<file path="src/design/hva_pkg.sv">
package hva_pkg;

    localparam int BLOCK_W     = 23;
    localparam int LEVEL_W     = 2;
    localparam int OFFSET_W    = 35;
    localparam int BASE_W      = 21;
    localparam int COPIES_W    = 2;
    localparam int TOTAL_W     = 23;
    localparam int CFG_ADDR_W  = 2;
    localparam int CFG_DATA_W  = 23;
    localparam int IN_TDATA_W  = 32;
    localparam int OUT_TDATA_W = 72;

    localparam int BLOCK_SHIFT = 12;
    localparam int FANOUT      = 170;
    localparam int SPAN2       = FANOUT * FANOUT;
    localparam int SPAN3       = FANOUT * FANOUT * FANOUT;

    // floor(n / d) = (n * ceil(2^s / d)) >> s, exact for every 23-bit n
    localparam int RECIP_W = 24;
    localparam int PROD_W  = BLOCK_W + RECIP_W;
    localparam int SHIFT1  = 31;
    localparam int SHIFT2  = 38;
    localparam logic [RECIP_W-1:0] RECIP1 = RECIP_W'(((64'd1 << SHIFT1) + FANOUT - 1) / FANOUT);
    localparam logic [RECIP_W-1:0] RECIP2 = RECIP_W'(((64'd1 << SHIFT2) + SPAN2 - 1) / SPAN2);
    localparam int Q1_W = PROD_W - SHIFT1;
    localparam int Q2_W = PROD_W - SHIFT2;

    localparam int STEP1_W  = 8;
    localparam int STEP2_W  = 15;
    localparam int TAB_W    = 24;
    localparam int BLK_W    = 25;
    localparam int EXTRA_W  = 20;
    localparam int TEXTRA_W = 12;

    typedef enum logic [CFG_ADDR_W-1:0] {
        CFG_VOLUME_BASE  = 2'd0,
        CFG_TABLE_COPIES = 2'd1,
        CFG_TOTAL_BLOCKS = 2'd2
    } cfg_reg_t;

    typedef enum logic [LEVEL_W-1:0] {
        LEVEL_LEAF = 2'd0,
        LEVEL_MID  = 2'd1,
        LEVEL_TOP  = 2'd2
    } table_level_t;

    typedef struct packed {
        logic                out_of_range;
        logic [OFFSET_W-1:0] table_offset;
        logic [OFFSET_W-1:0] data_offset;
    } result_t;

endpackage

</file>
<file path="src/design/hashed_volume_block_address.sv">
// hashed volume block address unit
// input channel s_axis: one transaction per block lookup, tdata carries the
// logical block number and the hash table level wanted
// output channel m_axis: one transaction per lookup, in order, with the data
// block byte offset and the covering table byte offset in tdata and the
// out-of-range flag in tuser (data offset reads zero when it is set)
// configuration: cfg_wr_en writes cfg_wdata to the register at cfg_addr
// (volume base, table copies, total blocks); write only while idle
// latency: a result appears on m_axis four cycles after its input is taken
// throughput: one lookup per cycle; the stages are the input register, the
// two reciprocal multipliers, the quotient register, the table step
// multipliers and the final adds
// reset: the pipeline empties, volume base returns to 0, table copies and
// total blocks to 1
// stall: a one-entry skid register behind the output register takes the last
// result in flight; s_axis_tready falls while it is full and the pipeline
// holds, so nothing is dropped or repeated
module hashed_volume_block_address
    import hva_pkg::*;
(
    input  logic                   aclk,
    input  logic                   aresetn,
    input  logic                   cfg_wr_en,
    input  logic [CFG_ADDR_W-1:0]  cfg_addr,
    input  logic [CFG_DATA_W-1:0]  cfg_wdata,
    input  logic                   s_axis_tvalid,
    output logic                   s_axis_tready,
    input  logic [IN_TDATA_W-1:0]  s_axis_tdata,  // block_number, table_level, zero pad
    output logic                   m_axis_tvalid,
    input  logic                   m_axis_tready,
    output logic [OUT_TDATA_W-1:0] m_axis_tdata,  // data_offset, table_offset, zero pad
    output logic                   m_axis_tuser   // out_of_range
);

    logic [BASE_W-1:0]   base_reg;
    logic [COPIES_W-1:0] copies_reg;
    logic [TOTAL_W-1:0]  total_reg;

    logic                en;
    logic [STEP1_W-1:0]  step1;
    logic [STEP2_W-1:0]  step2;

    // stage 1: input register
    logic                v1_reg;
    logic [BLOCK_W-1:0]  n1_reg;
    logic [LEVEL_W-1:0]  lvl1_reg;

    // stage 2: reciprocal products
    logic                v2_reg;
    logic [BLOCK_W-1:0]  n2_reg;
    logic [LEVEL_W-1:0]  lvl2_reg;
    logic                bad2_reg, ge1_2_reg, ge2_2_reg, q3_2_reg;
    logic [PROD_W-1:0]   p1_reg, p2_reg;
    logic [PROD_W-1:0]   p1_next, p2_next;

    // stage 3: quotients
    logic                v3_reg;
    logic [BLOCK_W-1:0]  n3_reg;
    logic [LEVEL_W-1:0]  lvl3_reg;
    logic                bad3_reg, ge1_3_reg, ge2_3_reg, q3_3_reg;
    logic [Q1_W-1:0]     q1_reg;
    logic [Q2_W-1:0]     q2_reg;

    // stage 4: table steps and copy counts
    logic                v4_reg;
    logic [BLOCK_W-1:0]  n4_reg;
    logic [LEVEL_W-1:0]  lvl4_reg;
    logic                bad4_reg, ge1_4_reg, ge2_4_reg;
    logic [TAB_W-1:0]    tab0_reg, tab1_reg;
    logic [EXTRA_W-1:0]  dextra_reg;
    logic [TEXTRA_W-1:0] textra_reg;
    logic [TAB_W-1:0]    tab0_next, tab1_next;
    logic [EXTRA_W-1:0]  dextra_next;
    logic [TEXTRA_W-1:0] textra_next;

    // output and skid
    logic [BLK_W-1:0]    dblk, tblk;
    result_t             res_next;
    result_t             out_reg, skid_reg;
    logic                out_v_reg, skid_v_reg;
    logic                out_take;

    always_ff @(posedge aclk) begin
        if (!aresetn) begin
            base_reg   <= '0;
            copies_reg <= COPIES_W'(1);
            total_reg  <= TOTAL_W'(1);
        end else if (cfg_wr_en) begin
            case (cfg_addr)
                CFG_VOLUME_BASE:  base_reg   <= cfg_wdata[BASE_W-1:0];
                CFG_TABLE_COPIES: copies_reg <= cfg_wdata[COPIES_W-1:0];
                CFG_TOTAL_BLOCKS: total_reg  <= cfg_wdata[TOTAL_W-1:0];
                default: ;
            endcase
        end
    end

    assign en            = !skid_v_reg;
    assign s_axis_tready = en;
    assign step1 = STEP1_W'(FANOUT) + STEP1_W'(copies_reg);
    assign step2 = STEP2_W'(SPAN2) + STEP2_W'(FANOUT + 1) * STEP2_W'(copies_reg);

    always_ff @(posedge aclk) begin
        if (!aresetn) begin
            v1_reg <= 1'b0;
            v2_reg <= 1'b0;
            v3_reg <= 1'b0;
            v4_reg <= 1'b0;
        end else if (en) begin
            v1_reg <= s_axis_tvalid;
            v2_reg <= v1_reg;
            v3_reg <= v2_reg;
            v4_reg <= v3_reg;
        end
    end

    assign p1_next = PROD_W'(n1_reg) * PROD_W'(RECIP1);
    assign p2_next = PROD_W'(n1_reg) * PROD_W'(RECIP2);

    always_comb begin
        tab0_next = TAB_W'(q1_reg) * TAB_W'(step1);
        tab1_next = TAB_W'(q2_reg) * TAB_W'(step2);
        dextra_next = (EXTRA_W'(q1_reg) + EXTRA_W'(1)) * EXTRA_W'(copies_reg);
        if (ge1_3_reg) begin
            dextra_next = dextra_next
                        + (EXTRA_W'(q2_reg) + EXTRA_W'(1)) * EXTRA_W'(copies_reg);
        end
        if (ge2_3_reg) begin
            dextra_next = dextra_next
                        + (EXTRA_W'(q3_3_reg) + EXTRA_W'(1)) * EXTRA_W'(copies_reg);
        end
        textra_next = (TEXTRA_W'(q2_reg) + TEXTRA_W'(1)) * TEXTRA_W'(copies_reg);
        if (ge2_3_reg) begin
            textra_next = textra_next + TEXTRA_W'(copies_reg);
        end
    end

    always_ff @(posedge aclk) begin
        if (en) begin
            n1_reg   <= s_axis_tdata[BLOCK_W-1:0];
            lvl1_reg <= s_axis_tdata[BLOCK_W +: LEVEL_W];

            n2_reg    <= n1_reg;
            lvl2_reg  <= lvl1_reg;
            bad2_reg  <= (n1_reg >= total_reg);
            ge1_2_reg <= (n1_reg >= BLOCK_W'(FANOUT));
            ge2_2_reg <= (n1_reg >= BLOCK_W'(SPAN2));
            q3_2_reg  <= (n1_reg >= BLOCK_W'(SPAN3));
            p1_reg    <= p1_next;
            p2_reg    <= p2_next;

            n3_reg    <= n2_reg;
            lvl3_reg  <= lvl2_reg;
            bad3_reg  <= bad2_reg;
            ge1_3_reg <= ge1_2_reg;
            ge2_3_reg <= ge2_2_reg;
            q3_3_reg  <= q3_2_reg;
            q1_reg    <= p1_reg[SHIFT1 +: Q1_W];
            q2_reg    <= p2_reg[SHIFT2 +: Q2_W];

            n4_reg     <= n3_reg;
            lvl4_reg   <= lvl3_reg;
            bad4_reg   <= bad3_reg;
            ge1_4_reg  <= ge1_3_reg;
            ge2_4_reg  <= ge2_3_reg;
            tab0_reg   <= tab0_next;
            tab1_reg   <= tab1_next;
            dextra_reg <= dextra_next;
            textra_reg <= textra_next;
        end
    end

    always_comb begin
        dblk = BLK_W'(n4_reg) + BLK_W'(dextra_reg);
        if (lvl4_reg == LEVEL_TOP) begin
            tblk = BLK_W'(step2);
        end else if (lvl4_reg == LEVEL_MID) begin
            tblk = ge2_4_reg ? BLK_W'(tab1_reg) + BLK_W'(copies_reg) : BLK_W'(step1);
        end else begin
            tblk = ge1_4_reg ? BLK_W'(tab0_reg) + BLK_W'(textra_reg) : '0;
        end
        res_next.out_of_range = bad4_reg;
        res_next.data_offset  = bad4_reg ? '0
                              : OFFSET_W'(base_reg) + OFFSET_W'({dblk, {BLOCK_SHIFT{1'b0}}});
        res_next.table_offset = OFFSET_W'(base_reg) + OFFSET_W'({tblk, {BLOCK_SHIFT{1'b0}}});
    end

    assign out_take = !out_v_reg || m_axis_tready;

    always_ff @(posedge aclk) begin
        if (!aresetn) begin
            out_v_reg  <= 1'b0;
            skid_v_reg <= 1'b0;
        end else if (out_take) begin
            if (skid_v_reg) begin
                out_v_reg  <= 1'b1;
                skid_v_reg <= 1'b0;
            end else if (en) begin
                out_v_reg <= v4_reg;
            end
        end else if (en && v4_reg) begin
            skid_v_reg <= 1'b1;
        end
    end

    always_ff @(posedge aclk) begin
        if (out_take) begin
            if (skid_v_reg) begin
                out_reg <= skid_reg;
            end else if (en) begin
                out_reg <= res_next;
            end
        end else if (en && v4_reg) begin
            skid_reg <= res_next;
        end
    end

    assign m_axis_tvalid = out_v_reg;
    assign m_axis_tdata  = {{(OUT_TDATA_W - 2 * OFFSET_W){1'b0}},
                            out_reg.table_offset, out_reg.data_offset};
    assign m_axis_tuser  = out_reg.out_of_range;

`ifndef NO_ASSERTIONS
    skid_needs_output: assert property (@(posedge aclk) disable iff (!aresetn)
        skid_v_reg |-> out_v_reg)
        else $error("skid register full while output register empty");

    bad_block_zero_offset: assert property (@(posedge aclk) disable iff (!aresetn)
        (m_axis_tvalid && m_axis_tuser) |-> (m_axis_tdata[OFFSET_W-1:0] == '0))
        else $error("out-of-range transaction carries a data offset");

    reset_empties_output: assert property (@(posedge aclk)
        !aresetn |=> (!m_axis_tvalid && s_axis_tready))
        else $error("pipeline not empty after reset");
`endif

endmodule

</file>
<file path="config.mk">
export PLATFORM = sky130hd
export DESIGN_NAME = hashed_volume_block_address
export DESIGN_NICKNAME = d
export VERILOG_FILES = /design/src/design/hva_pkg.sv /design/src/design/hashed_volume_block_address.sv
export SDC_FILE = /design/constraint.sdc
export NUM_CORES = 2
export LEC_CHECK = 0
export BUFFER_PORTS_ARGS = -buffer_cell sky130_fd_sc_hd__buf_2
export CAP_MARGIN = 20
export CORE_ASPECT_RATIO = 1.2
export CORE_UTILIZATION = 50
export CTS_CLUSTER_SIZE = 24
export DETAILED_ROUTE_END_ITERATION = 10
export PLACE_DENSITY = 0.64
export SLEW_MARGIN = 15
export SYNTH_ARGS = -nofsm -noshare
export SYNTH_HDL_FRONTEND = slang
export SYNTH_SLANG_ARGS = --single-unit
</file>
<file path="constraint.sdc">
create_clock -name aclk -period 29.6 [get_ports aclk]
set_input_delay 5.92 -clock aclk [delete_from_list [all_inputs] [get_ports aclk]]
set_output_delay 5.92 -clock aclk [all_outputs]
set_load 0.03 [all_outputs]
</file>
==> out/summary.txt <==
Largest net degree at the start of global routing: 79
Synth warn: 0
Register bit count reported by yosys: 433
Async S/R FF share, synth: 0
CP max-delay cell: edfxtp_1
Worst Path Arrival: 8590 ps
Initial drt markers: 1383
Crit-path max FO: 8
Worst-margin pin slew: 1048 ps
Worst-Skew Late Latency: 600 ps
Cts hold-fix bufs: 0
Final core utilization: 0.5490
FF-to-FF setup slack: 21370 ps
Worst EP required: 29960 ps
Placer Congestion: 0.9361
Post_cts resized: 0
Cell family with most CP delay: adder cells
Htree depth: 2
Final max-slew violation count: 0
Antenna Nets Post-Route: 0
Area of the die: 0.08337 sq mm
Core footprint: 0.08102 sq mm
Initial core utilization: 0.5074
Pre-antenna DRT Iters: 5
Max Fclk: 121.5 MHz
Cell row count: 114
Synthesized area per cell: 10.68 sq um
Grt total ovfl: 0
Hold Crit Class: register to register
Post-DP HPWL: 72490 um
Endpoints failing hold: 0
Setup Fix Bufs, Post-CTS: 0
Crit path cell chain: inv_1 -> ha_1 -> ha_1 -> inv_1 -> fa_1 -> inv_1 -> ha_1 -> inv_1 -> fa_1 -> fa_1 -> inv_1 -> fa_1 -> ha_1 -> a21oi_1 -> a21boi_0 -> o31ai_1 -> a31oi_1 -> nor4_1 -> o31ai_1 -> o41ai_1 -> o211a_1 -> nand2b_1 -> a21oi_1 -> xnor2_1
CP Capture Type: register
CTS clk-pin slew, worst paths: 70 ps
DRC Markers: 0
Vias in the first global route: 26973
RSZ-0062 raised after global routing: false
Drt total wl: 90220 um
Diode count: 0
Share of post-route cells with drive strength above 1: 0.08013
CP most frequent cell: inv_1
Worst path max stage delay: 700 ps
CTS Sinks: 433
First-pass GRT wire length: 144800 um
Final worst path period share: 0.2781
Die W: 263.8 um
Initial antenna violation count: 1
Final min period: 8231 ps
Synthesized area: 0.04111 sq mm
Gr usage total: 0.2212
Number of flops mapped to enable cells by yosys: 381
Root Buffer: clkbuf_16
Seq/Total Area, Yosys: 0.3036
CTS buffer count: 44
Slew headroom: 0.2983
Critical path class: register to register
Outcome: completed
Worst Setup Start Kind: register
P&R area growth vs syn: 8.196%
CP bufs+invs: 5
Pre-CTS setup slack: 21360 ps
Max cap viols: 0
Synth cell types: 82
Ys flop type: edfxtp_1
Net count, final: 5054
Clk buf depth: 3
Number of flip-flops in the largest register: 71
Clk_skew: 19.81 ps
CTS tree: yes
Post-DR wirelength/cell: 17.87 um
Cells after Synth: 3848
Avg Vias per Cell: 5.347
Die height: 316.1 um
Setup TNS: 0 ps
Final Setup Violations: 0
DR vias: 27004
Number of I/O pins: 137
Number of buffers added on ports: 127
PnR worst setup slack: 21370 ps
area by class of cell:
cell class,instances,area (sq um)
Inverter,605,2278
Tap cell,1044,1306
Sequential cell,433,12480
Clock inverter,30,316.6
Clock buffer,52,1172
Multi-Input combinational cell,2729,26060
Fill cell,7122,36540
Timing Repair Buffer,157,860.8
path summary, 6_finish.rpt:
check | start | to | cells after the start
worst max-delay path | n1_reg[15]$_DFFE_PN_ | p2_reg[44]$_DFFE_PN_ | 24
worst min-delay path | p1_reg[44]$_DFFE_PN_ | q1_reg[13]$_DFFE_PN_ | 0
worst max register to register | n1_reg[15]$_DFFE_PN_ | p2_reg[44]$_DFFE_PN_ | 24
worst min register to register | p1_reg[44]$_DFFE_PN_ | q1_reg[13]$_DFFE_PN_ | 0
Yosys cell counts, types with 15 or more instances:
library cell,instances,area share
and2_1,63,0.0096
fa_1,362,0.18
nor4_1,18,0.0027
and3_1,24,0.0037
a21oi_1,114,0.014
dfxtp_1,52,0.025
nand4_1,29,0.0044
nand2b_1,39,0.0059
edfxtp_1,381,0.28
nand3_1,70,0.0085
nor2b_1,65,0.0099
o21bai_1,16,0.0029
o21ai_0,88,0.011
clkbuf_1,73,0.0067
ha_1,660,0.20
xor2_1,91,0.019
a21o_1,57,0.010
nor2_1,195,0.018
a31oi_1,15,0.0023
nand2_1,293,0.027
a21boi_0,53,0.0097
mux2_2,60,0.016
nor3_1,44,0.0054
a211oi_1,25,0.0046
o21a_1,24,0.0044
inv_1,603,0.055
xnor2_1,130,0.028
o31ai_1,28,0.0051
metrics by stage:
step / std cells / area [sq um] / hold WS (ps)
6_report: 5050 / 44480 / 404.7
5_1_grt: 5050 / 44480 / 410.2
4_1_cts: 5050 / 44480 / 405.7
3_5_place_dp: 4968 / 42990 / 404.5
3_3_place_gp: 4968 / 42990 / 400.3
2_1_floorplan: 3850 / 41120 / 400.3
per-layer routing:
metal,up-vias,wire [um],track usage
met5,-,0,0
met4,0,2819,0.07360
met3,152,2814,0.01988
met2,497,45180,0.3943
met1,13045,39410,0.2831
li1,13310,-,-
cell usage in the layout (no fill, tap or decap), drive strengths merged, types with 7 or more instances in the layout:
master,synthesis,layout
and3,24,24
clkinv,2,21
nor2,195,195
mux2,60,60
and4,8,8
mux2i,13,13
xor2,91,91
or2,14,14
o22ai,7,7
edfxtp,381,381
nor2b,65,65
a21oi,115,115
a21o,57,57
o31ai,28,28
o21ai,90,90
ha,660,660
a211oi,25,25
clkbuf,73,52
a31oi,15,15
inv,603,608
buf,10,157
xnor2,130,130
or3,13,13
nand2,293,293
nor3,45,45
nand2b,39,39
fa,362,362
nand3b,7,7
o21a,24,24
o2111ai,9,9
nor3b,11,11
nor4,18,18
a21boi,53,53
dfxtp,52,52
and2,63,63
o21bai,17,17
nand4,29,29
nand3,70,70
cells by family (layout without fill, tap and decap cells):
| kind of cell | Yosys count | count (layout) | synth area share |
|---|---|---|---|
| AO/OA/AOI/OAI | 506 | 506 | 0.08257 |
| multiplexers | 73 | 73 | 0.01960 |
| flip-flops | 433 | 433 | 0.3036 |
| adder cells (fa/ha/maj) | 1022 | 1022 | 0.3772 |
| other | 1 | 3 | 0.00009122 |
| buffers and inverters | 688 | 844 | 0.06303 |
| XOR/XNOR | 221 | 221 | 0.04708 |
| AND/OR/NAND/NOR | 904 | 904 | 0.1068 |
Power is left out: the tool's default activity adds up to more than one toggle a clock period on the data nets, which glitch-free logic cannot reach.
